$ cat src/design/x86_prefix_decoder_top_defines.svh
// Assertion macros shared by the x86 prefix decoder RTL.
// They refer to the signals clk and arst_n of the module that includes this file.
`ifndef X86_PREFIX_DECODER_TOP_DEFINES_SVH
`define X86_PREFIX_DECODER_TOP_DEFINES_SVH

// The consequent must hold in the same cycle as the antecedent.
`define XPD_ASSERT_IMP(lbl, ante, cons, msg) \
	lbl: assert property (@(posedge clk) disable iff (!arst_n) (ante) |-> (cons)) \
		else $error(msg);

// The consequent must hold in the cycle after the antecedent.
`define XPD_ASSERT_NEXT(lbl, ante, cons, msg) \
	lbl: assert property (@(posedge clk) disable iff (!arst_n) (ante) |=> (cons)) \
		else $error(msg);

`endif

$ cat src/design/xpd_pkg.sv
// Types, codes and byte constants of the x86 prefix decoder.
// Used by xpd_step and x86_prefix_decoder_top; depends on nothing.
`default_nettype none

package xpd_pkg;

	typedef enum logic [3:0] {
		PH_LEAD,
		PH_LEGACY,
		PH_VEX2_D,
		PH_VEX3_D1,
		PH_VEX3_D2,
		PH_VEX_OP,
		PH_EVEX_D1,
		PH_EVEX_D2,
		PH_EVEX_D3,
		PH_EVEX_OP,
		PH_SKIP
	} xpd_phase_t;

	typedef struct packed {
		logic [4:0] mask;
		logic [3:0] len_pp;
		logic [4:0] vreg;
		logic [4:0] map;
	} xpd_vec_t;

	typedef struct packed {
		xpd_phase_t phase;
		logic [1:0] lock_rep;
		logic [2:0] seg;
		logic [1:0] size;
		logic [5:0] ext;
		xpd_vec_t   vec;
		logic [2:0] perr;
	} xpd_state_t;

	typedef struct packed {
		logic [2:0] status;
		logic [7:0] opcode;
		logic [1:0] kind;
		logic [1:0] lock_rep;
		logic [2:0] seg;
		logic       opsz;
		logic       adsz;
		logic [4:0] ext;
		logic [4:0] map;
		logic [4:0] vreg;
		logic [3:0] len_pp;
		logic [4:0] mask;
	} xpd_result_t;

	localparam xpd_state_t XPD_STATE_RESET = '0;

	localparam logic [2:0] ST_OK       = 3'd0;
	localparam logic [2:0] ST_ENDED    = 3'd1;
	localparam logic [2:0] ST_VEX_INC  = 3'd2;
	localparam logic [2:0] ST_EVEX_INC = 3'd3;
	localparam logic [2:0] ST_EVEX_B1  = 3'd4;
	localparam logic [2:0] ST_EVEX_B2  = 3'd5;
	localparam logic [2:0] ST_DUP_LR   = 3'd6;
	localparam logic [2:0] ST_DUP_REX  = 3'd7;

	localparam logic [1:0] KIND_LEGACY = 2'd0;
	localparam logic [1:0] KIND_REX    = 2'd1;
	localparam logic [1:0] KIND_VEX    = 2'd2;
	localparam logic [1:0] KIND_EVEX   = 2'd3;

	localparam logic [1:0] LR_LOCK  = 2'd1;
	localparam logic [1:0] LR_REPNE = 2'd2;
	localparam logic [1:0] LR_REP   = 2'd3;

	localparam logic [2:0] SEG_NONE = 3'd0;
	localparam logic [2:0] SEG_CS   = 3'd1;
	localparam logic [2:0] SEG_SS   = 3'd2;
	localparam logic [2:0] SEG_DS   = 3'd3;
	localparam logic [2:0] SEG_ES   = 3'd4;
	localparam logic [2:0] SEG_FS   = 3'd5;
	localparam logic [2:0] SEG_GS   = 3'd6;

	localparam logic [7:0] BYTE_LOCK  = 8'hF0;
	localparam logic [7:0] BYTE_REPNE = 8'hF2;
	localparam logic [7:0] BYTE_REP   = 8'hF3;
	localparam logic [7:0] BYTE_OPSZ  = 8'h66;
	localparam logic [7:0] BYTE_ADSZ  = 8'h67;
	localparam logic [7:0] BYTE_VEX2  = 8'hC5;
	localparam logic [7:0] BYTE_VEX3  = 8'hC4;
	localparam logic [7:0] BYTE_EVEX  = 8'h62;
	localparam logic [7:0] BYTE_CS    = 8'h2E;
	localparam logic [7:0] BYTE_SS    = 8'h36;
	localparam logic [7:0] BYTE_DS    = 8'h3E;
	localparam logic [7:0] BYTE_ES    = 8'h26;
	localparam logic [7:0] BYTE_FS    = 8'h64;
	localparam logic [7:0] BYTE_GS    = 8'h65;
	localparam logic [7:0] REX_MASK   = 8'hF0;
	localparam logic [7:0] REX_BASE   = 8'h40;

	function automatic logic [2:0] seg_code(input logic [7:0] b);
		logic [2:0] code;
		case (b)
			BYTE_CS: code = SEG_CS;
			BYTE_SS: code = SEG_SS;
			BYTE_DS: code = SEG_DS;
			BYTE_ES: code = SEG_ES;
			BYTE_FS: code = SEG_FS;
			BYTE_GS: code = SEG_GS;
			default: code = SEG_NONE;
		endcase
		return code;
	endfunction

endpackage

`default_nettype wire

$ cat src/design/x86_prefix_decoder_top.sv
// Top level of the x86 prefix decoder: input register, decode step, result register.
// Depends on xpd_pkg, xpd_step and x86_prefix_decoder_top_defines.svh.
// The block takes one instruction byte per beat and one byte per cycle while the output is not
// stalled. A byte goes into an input register at its accepting edge and is decoded from there against
// the held prefix state; the result register loads when the decode stage advances and offers the result.
// The decode stage waits only while the result register holds a beat that is stalled.
// At most one result is given per instruction, at the opcode byte, at an error or at the byte
// marked last; after an earlier result, bytes are dropped up to the one marked last.
`default_nettype none

`include "x86_prefix_decoder_top_defines.svh"

module x86_prefix_decoder_top import xpd_pkg::*; (
	input  logic       clk,
	input  logic       arst_n,
	input  logic       in_valid,
	output logic       in_stall,
	input  logic [7:0] byte_value,
	input  logic       last_byte,
	output logic       out_valid,
	input  logic       out_stall,
	output logic [2:0] status,
	output logic [7:0] opcode_byte,
	output logic [1:0] encoding_kind,
	output logic [1:0] lock_rep_prefix,
	output logic [2:0] segment_prefix,
	output logic       operand_size_flag,
	output logic       address_size_flag,
	output logic [4:0] extension_bits,
	output logic [4:0] opcode_map,
	output logic [4:0] register_specifier,
	output logic [3:0] length_and_prefix,
	output logic [4:0] evex_mask_bits
);

	logic        vld_s1;
	logic [7:0]  byte_s1;
	logic        last_s1;
	logic        advance;
	logic        in_take;
	logic        emit;
	xpd_state_t  state_q;
	xpd_state_t  state_d;
	xpd_result_t res;
	xpd_result_t res_q;
	logic        out_vld_q;

	assign advance  = vld_s1 && (!out_vld_q || !out_stall);
	assign in_stall = vld_s1 && !advance;
	assign in_take  = in_valid && !in_stall;

	always_ff @(posedge clk or negedge arst_n) begin
		if (!arst_n) begin
			vld_s1 <= 1'b0;
		end else begin
			vld_s1 <= in_take || (vld_s1 && !advance);
		end
	end

	always_ff @(posedge clk) begin
		if (in_take) begin
			byte_s1 <= byte_value;
			last_s1 <= last_byte;
		end
	end

	xpd_step u_step (
		.cur_state  (state_q),
		.cur_byte   (byte_s1),
		.is_last    (last_s1),
		.next_state (state_d),
		.emit       (emit),
		.result     (res)
	);

	always_ff @(posedge clk or negedge arst_n) begin
		if (!arst_n) begin
			state_q <= XPD_STATE_RESET;
		end else if (advance) begin
			state_q <= state_d;
		end
	end

	always_ff @(posedge clk or negedge arst_n) begin
		if (!arst_n) begin
			out_vld_q <= 1'b0;
		end else if (advance && emit) begin
			out_vld_q <= 1'b1;
		end else if (!out_stall) begin
			out_vld_q <= 1'b0;
		end
	end

	always_ff @(posedge clk) begin
		if (advance && emit) begin
			res_q <= res;
		end
	end

	assign out_valid          = out_vld_q;
	assign status             = res_q.status;
	assign opcode_byte        = res_q.opcode;
	assign encoding_kind      = res_q.kind;
	assign lock_rep_prefix    = res_q.lock_rep;
	assign segment_prefix     = res_q.seg;
	assign operand_size_flag  = res_q.opsz;
	assign address_size_flag  = res_q.adsz;
	assign extension_bits     = res_q.ext;
	assign opcode_map         = res_q.map;
	assign register_specifier = res_q.vreg;
	assign length_and_prefix  = res_q.len_pp;
	assign evex_mask_bits     = res_q.mask;

	`XPD_ASSERT_IMP(a_skip_silent, advance && state_q.phase == PH_SKIP, !emit,
		"Result produced while skipping bytes.")
	`XPD_ASSERT_NEXT(a_last_clears,
		advance && last_s1 && (emit || state_q.phase == PH_SKIP),
		state_q == XPD_STATE_RESET, "State not cleared after the last byte.")
	`XPD_ASSERT_IMP(a_stall_has_beat, in_stall, vld_s1,
		"Input stalled with an empty input register.")
	`XPD_ASSERT_IMP(a_err_no_opcode, out_valid && status != ST_OK, opcode_byte == 8'h00,
		"Opcode byte set on an error result.")
	`XPD_ASSERT_IMP(a_evex_status, out_valid && encoding_kind != KIND_EVEX,
		status != ST_EVEX_INC && status != ST_EVEX_B1 && status != ST_EVEX_B2,
		"EVEX status on a non-EVEX result.")

endmodule

`default_nettype wire

$ cat src/design/xpd_step.sv
// Combinational decode of one instruction byte against the held prefix state.
// Depends on xpd_pkg for the state, result and code definitions.
`default_nettype none

module xpd_step import xpd_pkg::*; (
	input  xpd_state_t  cur_state,
	input  logic [7:0]  cur_byte,
	input  logic        is_last,
	output xpd_state_t  next_state,
	output logic        emit,
	output xpd_result_t result
);

	xpd_state_t st;
	logic [2:0] seg;
	logic       take_legacy;
	logic       pfx_done;
	logic [2:0] em_status;
	logic [7:0] em_opcode;
	logic [1:0] em_kind;

	always_comb begin
		st          = cur_state;
		seg         = seg_code(cur_byte);
		take_legacy = 1'b0;
		pfx_done    = 1'b0;
		emit        = 1'b0;
		em_status   = ST_OK;
		em_opcode   = '0;
		em_kind     = KIND_LEGACY;

		case (cur_state.phase)
			PH_SKIP: begin
				if (is_last) begin
					st = XPD_STATE_RESET;
				end
			end
			PH_LEGACY: begin
				take_legacy = 1'b1;
			end
			PH_VEX2_D: begin
				st.ext            = {3'b000, cur_byte[7], 2'b11};
				st.vec.mask       = '0;
				st.vec.len_pp     = {1'b0, cur_byte[2], cur_byte[1:0]};
				st.vec.vreg       = {1'b0, cur_byte[6:3]};
				st.vec.map        = 5'd1;
				st.phase          = PH_VEX_OP;
				if (is_last) begin
					emit      = 1'b1;
					em_status = ST_ENDED;
					em_kind   = KIND_VEX;
				end
			end
			PH_VEX3_D1: begin
				st.ext     = {3'b000, cur_byte[7], cur_byte[6], cur_byte[5]};
				st.vec     = '0;
				st.vec.map = cur_byte[4:0];
				st.phase   = PH_VEX3_D2;
				if (is_last) begin
					emit      = 1'b1;
					em_status = ST_VEX_INC;
					em_kind   = KIND_VEX;
				end
			end
			PH_VEX3_D2: begin
				st.ext[4]     = st.ext[4] | cur_byte[7];
				st.vec.vreg   = st.vec.vreg | {1'b0, cur_byte[6:3]};
				st.vec.len_pp = st.vec.len_pp | {1'b0, cur_byte[2], cur_byte[1:0]};
				st.phase      = PH_VEX_OP;
				if (is_last) begin
					emit      = 1'b1;
					em_status = ST_ENDED;
					em_kind   = KIND_VEX;
				end
			end
			PH_VEX_OP: begin
				emit      = 1'b1;
				em_status = ST_OK;
				em_opcode = cur_byte;
				em_kind   = KIND_VEX;
			end
			PH_EVEX_D1: begin
				st.ext     = {2'b00, cur_byte[4], cur_byte[7], cur_byte[6], cur_byte[5]};
				st.vec     = '0;
				st.vec.map = {3'b000, cur_byte[1:0]};
				if (cur_byte[3:2] != 2'b00) begin
					st.perr = ST_EVEX_B1;
				end
				st.phase = PH_EVEX_D2;
				if (is_last) begin
					emit      = 1'b1;
					em_status = ST_EVEX_INC;
					em_kind   = KIND_EVEX;
				end
			end
			PH_EVEX_D2: begin
				st.ext[4]     = st.ext[4] | cur_byte[7];
				st.vec.vreg   = st.vec.vreg | {1'b0, cur_byte[6:3]};
				st.vec.len_pp = st.vec.len_pp | {2'b00, cur_byte[1:0]};
				if (st.perr == ST_OK && !cur_byte[2]) begin
					st.perr = ST_EVEX_B2;
				end
				st.phase = PH_EVEX_D3;
				if (is_last) begin
					emit      = 1'b1;
					em_status = ST_EVEX_INC;
					em_kind   = KIND_EVEX;
				end
			end
			PH_EVEX_D3: begin
				st.vec.vreg[4] = st.vec.vreg[4] | cur_byte[3];
				st.vec.len_pp  = st.vec.len_pp | {cur_byte[6:5], 2'b00};
				st.vec.mask    = st.vec.mask
					| {cur_byte[7], cur_byte[4], cur_byte[2:0]};
				em_kind = KIND_EVEX;
				if (st.perr != ST_OK) begin
					emit      = 1'b1;
					em_status = st.perr;
				end else begin
					st.phase = PH_EVEX_OP;
					if (is_last) begin
						emit      = 1'b1;
						em_status = ST_ENDED;
					end
				end
			end
			PH_EVEX_OP: begin
				emit      = 1'b1;
				em_status = ST_OK;
				em_opcode = cur_byte;
				em_kind   = KIND_EVEX;
			end
			default: begin
				st.phase = PH_LEAD;
				if (seg != SEG_NONE || cur_byte == BYTE_ADSZ) begin
					if (seg != SEG_NONE) begin
						st.seg = seg;
					end else begin
						st.size[1] = 1'b1;
					end
					if (is_last) begin
						emit      = 1'b1;
						em_status = ST_ENDED;
						em_kind   = KIND_LEGACY;
					end
				end else if (cur_byte == BYTE_VEX2 || cur_byte == BYTE_VEX3) begin
					st.phase = (cur_byte == BYTE_VEX2) ? PH_VEX2_D : PH_VEX3_D1;
					if (is_last) begin
						emit      = 1'b1;
						em_status = ST_VEX_INC;
						em_kind   = KIND_VEX;
					end
				end else if (cur_byte == BYTE_EVEX) begin
					st.phase = PH_EVEX_D1;
					if (is_last) begin
						emit      = 1'b1;
						em_status = ST_EVEX_INC;
						em_kind   = KIND_EVEX;
					end
				end else begin
					take_legacy = 1'b1;
				end
			end
		endcase

		if (take_legacy) begin
			st.phase = PH_LEGACY;
			if (cur_byte == BYTE_LOCK || cur_byte == BYTE_REPNE
				|| cur_byte == BYTE_REP) begin
				if (st.lock_rep != 2'b00) begin
					emit      = 1'b1;
					em_status = ST_DUP_LR;
				end else begin
					st.lock_rep = (cur_byte == BYTE_LOCK) ? LR_LOCK
						: (cur_byte == BYTE_REPNE) ? LR_REPNE : LR_REP;
					pfx_done = 1'b1;
				end
			end else if (seg != SEG_NONE) begin
				st.seg   = seg;
				pfx_done = 1'b1;
			end else if (cur_byte == BYTE_OPSZ) begin
				st.size[0] = 1'b1;
				pfx_done   = 1'b1;
			end else if (cur_byte == BYTE_ADSZ) begin
				st.size[1] = 1'b1;
				pfx_done   = 1'b1;
			end else if ((cur_byte & REX_MASK) == REX_BASE) begin
				if (st.ext[5]) begin
					emit      = 1'b1;
					em_status = ST_DUP_REX;
				end else begin
					st.ext   = {1'b1, cur_byte[3], 1'b0, cur_byte[2:0]};
					pfx_done = 1'b1;
				end
			end else begin
				emit      = 1'b1;
				em_status = ST_OK;
				em_opcode = cur_byte;
			end
			em_kind = st.ext[5] ? KIND_REX : KIND_LEGACY;
			if (pfx_done && is_last) begin
				emit      = 1'b1;
				em_status = ST_ENDED;
			end
		end

		result.status   = em_status;
		result.opcode   = em_opcode;
		result.kind     = em_kind;
		result.lock_rep = st.lock_rep;
		result.seg      = st.seg;
		result.opsz     = st.size[0];
		result.adsz     = st.size[1];
		result.ext      = st.ext[4:0];
		result.map      = st.vec.map;
		result.vreg     = st.vec.vreg;
		result.len_pp   = st.vec.len_pp;
		result.mask     = st.vec.mask;

		if (emit) begin
			next_state = XPD_STATE_RESET;
			if (!is_last) begin
				next_state.phase = PH_SKIP;
			end
		end else begin
			next_state = st;
		end
	end

endmodule

`default_nettype wire

$ cat config.mk
export PLATFORM = sky130hd
export DESIGN_NAME = x86_prefix_decoder_top
export DESIGN_NICKNAME = d
export VERILOG_FILES = /design/src/design/xpd_pkg.sv /design/src/design/x86_prefix_decoder_top.sv /design/src/design/xpd_step.sv
export VERILOG_INCLUDE_DIRS = /design/src /design/src/design
export SDC_FILE = /design/constraint.sdc
export NUM_CORES = 1
export LEC_CHECK = 0
export ABC_AREA = 1
export BUFFER_PORTS_ARGS = -buffer_cell sky130_fd_sc_hd__buf_2
export CORE_MARGIN = 5
export CORE_UTILIZATION = 61
export CTS_BUF_LIST = sky130_fd_sc_hd__clkbuf_16
export CTS_CLUSTER_DIAMETER = 30
export CTS_CLUSTER_SIZE = 8
export DETAILED_ROUTE_END_ITERATION = 8
export PLACE_DENSITY_LB_ADDON = 0.08
export SYNTH_ARGS = -nofsm -noshare
export SYNTH_HDL_FRONTEND = slang
export SYNTH_SLANG_ARGS = --single-unit
$ cat constraint.sdc
create_clock -name clk -period 8 [get_ports clk]
set_clock_uncertainty 0.2 [all_clocks]
set_input_delay 0 -clock clk [delete_from_list [all_inputs] [get_ports clk]]
set_output_delay 0 -clock clk [all_outputs]
set_load 0.01 [all_outputs]
=== Yosys cells after proc, flatten, opt, wreduce, memory -nomap -nowiden ===
Index checks and enable logic that the tools add are counted.

* Register bits after elaboration: 94
* Input bits: 13
* Logic and storage cells: 207

* Equal/unequal tests: 32
* Mux-type cells: 103
* Bitwise operators: 7
* Reduce and logical (&&, ||, !) cells: 39

{| class="wikitable"
|+ Operators by type and width
! cell !! count
|-
| $mux 39 || 2
|-
| $mux 8 || 8
|-
| $mux 3 || 17
|-
| $eq 8x7->1 const B || 5
|-
| $eq 8x8->1 const B || 5
|-
| $mux 1 || 36
|-
| $eq 8x6->1 const B || 4
|-
| $pmux 4 s4 || 2
|-
| $pmux 5 s6 || 1
|-
| $pmux 4 s7 || 1
|-
| $mux 2 || 13
|-
| $mux 11 || 2
|-
| $eq 4x3->1 const B || 5
|-
| $mux 4 || 5
|-
| $pmux 5 s4 || 1
|-
| $mux 6 || 3
|-
| $pmux 3 s6 || 1
|-
| $reduce_or 9->1 || 2
|-
| $mux 17 || 1
|-
| $pmux 3 s5 || 1
|-
| $pmux 5 s3 || 1
|-
| $reduce_or 2->1 || 7
|-
| $eq 4x4->1 const B || 3
|-
| $pmux 2 s5 || 1
|-
| other kinds (31) || 54
|}

=== Depth between registers and ports, before layout ===
Gate-level depths: netlist of the first run.

* Word-level depth: 16
* Mapped depth: 17

=== Cells and area by module ===
Synthesis of the first run repeated with hierarchy kept, for this count alone.

* Cells, all modules: 664
* Area, all modules: 5,445.2 sq um

{| class="wikitable"
|+ By module, submodules not included
! module !! times used !! cells each !! area each (sq um) !! seq. area each (sq um)
|-
| x86_prefix_decoder_top || 1 || 235 || 3,266.9 || 2,617.5
|-
| xpd_step || 1 || 429 || 2,178.3 || 0.0
|}

=== Worst setup path after synthesis of the first run ===
No wires, ideal clock.

* Path type: reg-to-reg
* From: register state_q[36] in the netlist's numbering
* To: register res_q (netlist bit address_size_flag), enable pin
* Library setup time: 0.398 ns
* Arrival: 2.407 ns
* Slack: 4.994 ns
* Cell stages (with the launch flop): 14
* Clock period less this slack: 3.006 ns
* Cell sequence: dfrtp_1 -> buf_6 -> nor2_1 -> nand2_1 -> nand2_2 -> nand2_4 -> nor2_2 -> and2_4 -> nor2_8 -> nand2_2 -> nor2_4 -> nand2_4 -> nand3_1 -> inv_1

* Word-level cells in the longest chain between the ends: 14
* Elaborated cells on any way between the ends: 39

{| class="wikitable"
|+ Ends and longest elaborated chain
! what !! RTL line !! text
|-
| start, declared || x86_prefix_decoder_top.sv:42 || <nowiki>xpd_state_t state_q;</nowiki>
|-
| start signal, assigned || x86_prefix_decoder_top.sv:80 || <nowiki>state_q <= state_d;</nowiki>
|-
| $eq 4x2->1 / $eq 4x3->1 (equally long branches) || xpd_step.sv:32 || <nowiki>case (cur_state.phase)</nowiki>
|-
| $reduce_or 3->1 (no source line) || -- ||
|-
| $pmux 1 s2 || xpd_step.sv:32 ||
|-
| $mux 1 || xpd_step.sv:188 || <nowiki>if (st.ext[5]) begin</nowiki>
|-
| $mux 1 || xpd_step.sv:187 || <nowiki>end else if ((cur_byte & REX_MASK) == REX_BASE) begin</nowiki>
|-
| $mux 1 || xpd_step.sv:184 || <nowiki>end else if (cur_byte == BYTE_ADSZ) begin</nowiki>
|-
| $mux 1 || xpd_step.sv:181 || <nowiki>end else if (cur_byte == BYTE_OPSZ) begin</nowiki>
|-
| $mux 1 || xpd_step.sv:178 || <nowiki>end else if (seg != SEG_NONE) begin</nowiki>
|-
| $mux 1 || xpd_step.sv:168 || <nowiki>if (cur_byte == BYTE_LOCK || cur_byte == BYTE_REPNE</nowiki>
|-
| $mux 1 || xpd_step.sv:166 || <nowiki>if (take_legacy) begin</nowiki>
|-
| $logic_and 1x1->1 || xpd_step.sv:201 || <nowiki>if (pfx_done && is_last) begin</nowiki>
|-
| $mux 1 || xpd_step.sv:201 ||
|-
| $mux 1 * || xpd_step.sv:166 ||
|-
| $logic_and 1x1->1 * || x86_prefix_decoder_top.sv:95 || <nowiki>if (advance && emit) begin</nowiki>
|-
| end signal, assigned || x86_prefix_decoder_top.sv:96 || <nowiki>res_q <= res;</nowiki>
|-
| end, declared || x86_prefix_decoder_top.sv:45 || <nowiki>xpd_result_t res_q;</nowiki>
|}

Mark *: on every way between the ends. The rest lies on a longest branch, timed or not. The select of a mux whose other input is x is not followed.
A chain may end at the register's enable or synchronous reset.

=== Worst setup path in the final report of the first run ===
* From: register byte_s1[3]
* To: register res_q (netlist bit extension_bits[1]), enable pin

* Word-level cells in the longest chain between the ends: 15
* Elaborated cells on any way between the ends: 44

{| class="wikitable"
|+ Ends and longest elaborated chain
! what !! RTL line !! text
|-
| start, declared || x86_prefix_decoder_top.sv:37 || <nowiki>logic [7:0] byte_s1;</nowiki>
|-
| start signal, assigned || x86_prefix_decoder_top.sv:62 || <nowiki>byte_s1 <= byte_value;</nowiki>
|-
| $eq 8x7->1 / $eq 8x6->1 (equally long branches) || xpd_pkg.sv:100 || <nowiki>case (b)</nowiki>
|-
| $pmux 3 s6 || xpd_pkg.sv:100 ||
|-
| $reduce_bool 3->1 || xpd_step.sv:135, xpd_step.sv:178 ||
|-
| $logic_or 1x1->1 || xpd_step.sv:135 || <nowiki>if (seg != SEG_NONE || cur_byte == BYTE_ADSZ) begin</nowiki>
|-
| $mux 1 || xpd_step.sv:135 ||
|-
| $pmux 1 s4 || xpd_step.sv:32 ||
|-
| $mux 1 || xpd_step.sv:188 ||
|-
| $mux 1 || xpd_step.sv:187 ||
|-
| $mux 1 || xpd_step.sv:184 ||
|-
| $mux 1 || xpd_step.sv:181 ||
|-
| $mux 1 || xpd_step.sv:178 ||
|-
| $mux 1 || xpd_step.sv:168 ||
|-
| $mux 1 || xpd_step.sv:201 ||
|-
| $mux 1 * || xpd_step.sv:166 ||
|-
| $logic_and 1x1->1 * || x86_prefix_decoder_top.sv:95 ||
|}

Marks and branches as above.

==> results of run 1 <==
## flip-flops by register name (all words and copies together) (netlist names), 3 cells and up
| register | count |
|---|---|
| register_specifier | 5 |
| state_q | 38 |
| opcode_map | 5 |
| byte_s1 | 8 |
| segment_prefix | 3 |
| extension_bits | 5 |
| evex_mask_bits | 5 |
| opcode_byte | 8 |
| length_and_prefix | 4 |
| status | 3 |
## area by class of cell
cell class	instances	area share, %
inverters	88	6.027
clock buffers	9	4.110
clock inverters	7	1.347
well taps	102	2.329
repair buffers	72	7.808
multi-input cells	321	31.07
flip-flops and latches	93	47.31
## kinds of logic (layout without fill, tap and decap cells)
| group | Yosys count | in the layout | synth area share, % |
|---|---|---|---|
| buffers and inverters | 99 | 176 | 8.404 |
| flip-flops | 93 | 93 | 55.28 |
| AND/OR/NAND/NOR | 219 | 219 | 22.71 |
| AO/OA/AOI/OAI | 102 | 102 | 13.61 |
## worst register-to-register path, delay by kind of cell, from the launching register on
kind | cells | cell delay (ns)
flops | 1 | 0.42
buf+inv | 4 | 1.49
simple gates | 9 | 1.27
## Yosys cell counts, drive strengths merged (2+ instances only)
cell / instances / area [µm²]
a31oi: 3 / 18.77
nor3: 8 / 40.04
dfrtp: 40 / 1001
clkbuf: 4 / 15.01
o221ai: 2 / 17.52
o22ai: 20 / 181.4
nand2: 108 / 479.2
buf: 7 / 48.79
inv: 88 / 330.3
a21oi: 17 / 85.08
or2: 2 / 12.52
edfxtp: 53 / 1592
nand3: 37 / 225.2
a22oi: 2 / 15.01
nand4: 3 / 18.77
o21ai: 50 / 254.0
o211ai: 2 / 15.01
nor2: 59 / 272.8
## metrics by stage
stage | power, mW | std cells
floorplan | 1.495 | 513
global placement | 1.772 | 663
detailed placement | 1.795 | 663
CTS | 2.231 | 692
global route | 2.376 | 692
finish | 2.249 | 692
## report_power, final
part | internal (mW) | switching (mW) | total, mW | leakage (nW)
Combinational | 0.285 | 0.721 | 1.01 | 1.41
Sequential | 0.749 | 0.0627 | 0.811 | 1.06
Clock | 0.243 | 0.188 | 0.431 | 0.146
## repair_timing
item | 4_1_cts | 5_1_grt
endpoints found under the hold margin | 60 | 0
hold buffers | 13 | 0
gates resized for setup | 0 | 0
## how the worst max path moves through the flow
stage                     start           endpoint  slack, ns
floorplan           state_q[36]  address_size_flag       4.99
finish               byte_s1[3]  extension_bits[1]       4.33
global route         byte_s1[3]  extension_bits[1]       4.02
global placement     byte_s1[3]   encoding_kind[1]       4.44
detailed placement   byte_s1[3]          status[1]       4.38
CTS                  byte_s1[3]  extension_bits[1]       4.34
## routing by layer
metal	up-vias	wire (µm)	part of all wire [%]
met5	-	0	0
met4	0	472	3.7
met3	41	1088	8.6
met2	212	6129	48
met1	1922	5008	39
li1	1861	-	-
==> summary.txt, run 1 <==
Number of global-route vias before repair: 3955
ANT nets after route: 0
Most frequent cells in the layout: nand2_1, inv_1, buf_2
Worst-path clk slew: 0.07 ns
HP Class: primary input to asynchronous set/reset pin
Starting Density: 61.64%
# rows: 32
Slew @ Worst Pin: 0.9681 ns
Synthesized cell area: 4689 µm²
Final setup TNS: 0 ns
Chip Width: 97.68 µm
PwrDens: 410.3 nW/µm²
Synth Register Bits: 93
Met3 GRT Util: 8.040%
Static leakage: 2.614 nW
Fmax achieved: 272.8 MHz
Placed Area: 5051 µm²
Min Hold Slack: 0.1196 ns
Diode count: 0
CP required: 7.87 ns
Final setup vio count: 0
Slew Viols, Final: 0
Final RePlAce weighted congestion: 1.028
P&R area growth vs syn: 16.86%
Cells after synthesis: 513
R2R setup slack: 4.33 ns
Max-capacitance violation count: 0
Max incr delay on CP: 0.57 ns
Antenna violations before repair: 0
Die Ht: 97.68 µm
Avg Inst Size Synth: 9.141 µm²
WP depth: 13
First-pass GRT wire length: 20.42 mm
Routed WL: 12.70 mm
Fin util: 72.04%
H-tree depth: 3
Multi-input logic area: 1703 µm²
Ys Warns: 0
Worst path bufs/invs: 4
Reg2Reg Depth: 13
First DRT Iteration DRCs: 296
Layout fillers: 580
Design Area, Final: 5480 µm²
EDFF count, synth: 53
Core area: 7607 µm²
Netlist cell types: 42
Critical path arrival: 3.54 ns
Largest net degree at the start of global routing: 41
Busiest grt layer: met2
# Post-CTS Setup Buffers: 0
Wire length per cell: 18.35 µm
Grt total ovfl: 0
Worst rel slew slack: 35.46%
RSZ-0062 raised after global routing: false
Post-DP HPWL: 8.640 mm
Setup WS post-layout: 4.334 ns
Dpl ws: 4.384 ns
Most common cell after layout, fill and taps aside: nand2_1
Outcome: completed
Main synth FF type: edfxtp_1
Sequential fraction of the synthesis area: 55.28%
Clk buf depth: 2
TritonRoute pass-1 iters: 5
Critical Path End Type: flop
Buffers added on ports: 58
Endpoints failing hold: 0
Vias per cell: 5.832
Slowest-stage cell, CP: clkinv_1
Fin crit share: 45.83%
Critical path peak fanout: 28
Worst-Skew Late Latency: 0.35 ns
Final #Nets: 598
Asr flop ratio synth: 43.01%
Top delay family on crit path: buffers and inverters
# DRC: 0
Net Count, Synth: 526
Fin crit period: 3.666 ns
Via Count: 4036
Fraction of layout cells with a size suffix above 1: 21.19%
Crit-path cells: inv_1 > nand2_1 > nor2_1 > nand2_1 > nand3_1 > nor2_4 > nand3_2 > nand2_4 > inv_2 > nand3_4 > nand3_1 > clkinv_1 > buf_4
VDD IR-drop max: 0.2251 mV
M1 GR Usage: 34.24%
Worst Setup Start Kind: flop
I/O pins: 59
CTS Buf Count: 9
RR Startpoint: byte_s1[3]
# clock sinks: 93
Setup CP Type: flop to flop
FF+latch area: 2592 µm²
Tot GR Track Use: 27.51%
Met2 Track Usage GR: 45.18%
CTS tree: yes
CTS root buf: clkbuf_16
Reg-to-reg endpoint: extension_bits[1]
Die area: 9541 µm²
Note: power is estimated with default switching activity, not from simulation.
==> run 2: changes to the inputs <==
--- a/config.mk
+++ b/config.mk
@@ -9,7 +9,7 @@
 export ABC_AREA = 1
 export BUFFER_PORTS_ARGS = -buffer_cell sky130_fd_sc_hd__buf_2
 export CORE_MARGIN = 5
-export CORE_UTILIZATION = 61
+export CORE_UTILIZATION = 52
 export CTS_BUF_LIST = sky130_fd_sc_hd__clkbuf_16
 export CTS_CLUSTER_DIAMETER = 30
 export CTS_CLUSTER_SIZE = 8
==> constraint.sdc (replaced) <==
create_clock -name clk -period 3.3 [get_ports clk]
set_clock_uncertainty 0.2 [all_clocks]
set_input_delay 0 -clock clk [delete_from_list [all_inputs] [get_ports clk]]
set_output_delay 0 -clock clk [all_outputs]
set_load 0.01 [all_outputs]
==> run 2 against run 1 <==
Against the previous run:
- cell area grew 1.4%
- combinational power grew 150%
- clock power grew 150%
- via count shrank 2.1%
- maximum frequency grew 27%
- die area grew 15%
- global-route usage shrank 3.9 points
- sequential share of layout area shrank 0.64 points
- first-iteration DRC count grew 2.7%
- final cell count grew 1.9%
- highest routed layer unchanged
==> summary.txt, run 2 (synthesis results as in run 1) <==
# clock sinks: 93
Worst rel slew slack: 34.79%
Fin crit share: 87.73%
Post-DP HPWL: 8.901 mm
Via Count: 3951
Worst-Skew Late Latency: 0.34 ns
Crit-path cells: inv_1 > nand2_1 > nor2_1 > nand2_1 > nand3_1 > nor2_4 > nand3_2 > nand2_4 > inv_2 > nand3_4 > nand3_1 > clkinv_1 > buf_12
RSZ-0062 raised after global routing: false
Die Ht: 105.0 µm
Endpoints failing hold: 0
Number of global-route vias before repair: 3901
# rows: 34
First-pass GRT wire length: 20.41 mm
Routed wl met2: 5.917 mm
Slew @ Worst Pin: 0.9782 ns
PwrDens: 993.4 nW/µm²
Detail Route met3 WL: 932 µm
CTS Buf Count: 9
Static leakage: 2.659 nW
CTS tree: yes
Worst Setup Start Kind: flop
Outcome: completed
Clk buf depth: 2
Fraction of layout cells with a size suffix above 1: 21.94%
Final #Nets: 605
Setup CP Type: flop to flop
Final setup TNS: 0 ns
Slowest-stage cell, CP: edfxtp_1
Fmax achieved: 345.4 MHz
P&R area growth vs syn: 18.46%
Tot GR Track Use: 23.57%
Largest Register: state_q
VDD IR-drop max: 0.5460 mV
Worst-path clk slew: 0.07 ns
Chip Width: 105.0 µm
Buffers added on ports: 58
CTS Hold Bufs: 13
Max-capacitance violation count: 0
CP required: 3.18 ns
Uppermost layer routed: met4
HP Class: primary input to asynchronous set/reset pin
Routed WL: 12.52 mm
Final setup vio count: 0
Final RePlAce weighted congestion: 0.9773
Diode count: 0
Die area: 11020 µm²
Slew Viols, Final: 0
# Post-CTS Setup Buffers: 0
TritonRoute pass-1 iters: 5
ANT nets after route: 0
M1 WL: 5.297 mm
Most common cell after layout, fill and taps aside: nand2_1
Largest net degree at the start of global routing: 41
Starting Density: 53.51%
I/O pins: 59
Grt total ovfl: 0
Cell Count, Final, Fillers Out: 705
Core area: 8763 µm²
Most frequent cells in the layout: nand2_1, inv_1, buf_2
Wire length per cell: 17.75 µm
Max reg flops: 38
Critical Path End Type: flop
Post-CTS Resized: 0
Critical path peak fanout: 38
Antenna violations before repair: 0
Layout fillers: 755
CTS root buf: clkbuf_16
Critical path arrival: 2.77 ns
Vias per cell: 5.604
Max incr delay on CP: 0.40 ns
Post-Place Cells: 676
H-tree depth: 3
# DRC: 0
First DRT Iteration DRCs: 304
Fin crit period: 2.895 ns
## run 2: cell types whose count changed in the layout (fill, tap and decap cells not counted), sizes merged
cell,before,now
inv,88,90
clkinv,5,4
clkinvlp,1,0
buf,59,66
## run 2: path summary, 6_finish.rpt
check	startpoint	end	slack (ns)	cells after the start
min	arst_n	state_q[38]	0.15	2
min in group clk	byte_value[5]	byte_s1[5]	0.17	2
min reg2reg	state_q[12]	state_q[12]	0.29	2
max reg2reg	byte_s1[3]	opcode_map[4]	0.40	13
max in group asynchronous	arst_n	state_q[18]	2.13	2
max	byte_s1[3]	opcode_map[4]	0.40	13
## run 2: power breakdown
part           internal [mW]  switching, mW  total, mW
combinational          0.758           1.75       2.51
sequential              1.81          0.143       1.95
clock                  0.594          0.461       1.06
## run 2: stage by stage
step	worst slack, ns	area [µm²]	total power [mW]	util (%)	hold slack [ns]
final	0.4048	5555	5.519	63.39	0.1520
after global routing	0.2171	5555	5.884	63.39	0.1700
after CTS	0.4375	5555	5.540	63.39	0.1589
after detailed placement	0.4537	5124	4.471	58.47	-0.02189
after global placement	0.4973	5124	4.454	58.47	-0.02241
after floorplan	0.2944	4690	3.625	-	-0.4956
## run 2: routing by layer
layer / vias to the layer above / global-route usage [%]
met5: - / 0
met4: 0 / 9.224
met3: 27 / 4.069
met2: 176 / 37.99
met1: 1874 / 31.83
li1: 1874 / -
## run 2: final cells by class
| type | instances | area (µm²) | area share (%) |
|---|---|---|---|
| timing repair buffer | 79 | 493.0 | 8.874 |
| clock buffer | 9 | 225.2 | 4.054 |
| sequential | 93 | 2592 | 46.67 |
| multi-input combinational | 321 | 1703 | 30.65 |
| inverter | 88 | 330.3 | 5.946 |
| clock inverter | 7 | 76.32 | 1.374 |
| tap | 108 | 135.1 | 2.432 |
## run 2: worst max-delay path, delay by kind of cell (launching register included)
family / cells / cell delay [ns]
AND/OR/NAND/NOR: 9 / 1.24
flip-flops: 1 / 0.40
buffers and inverters: 4 / 0.76
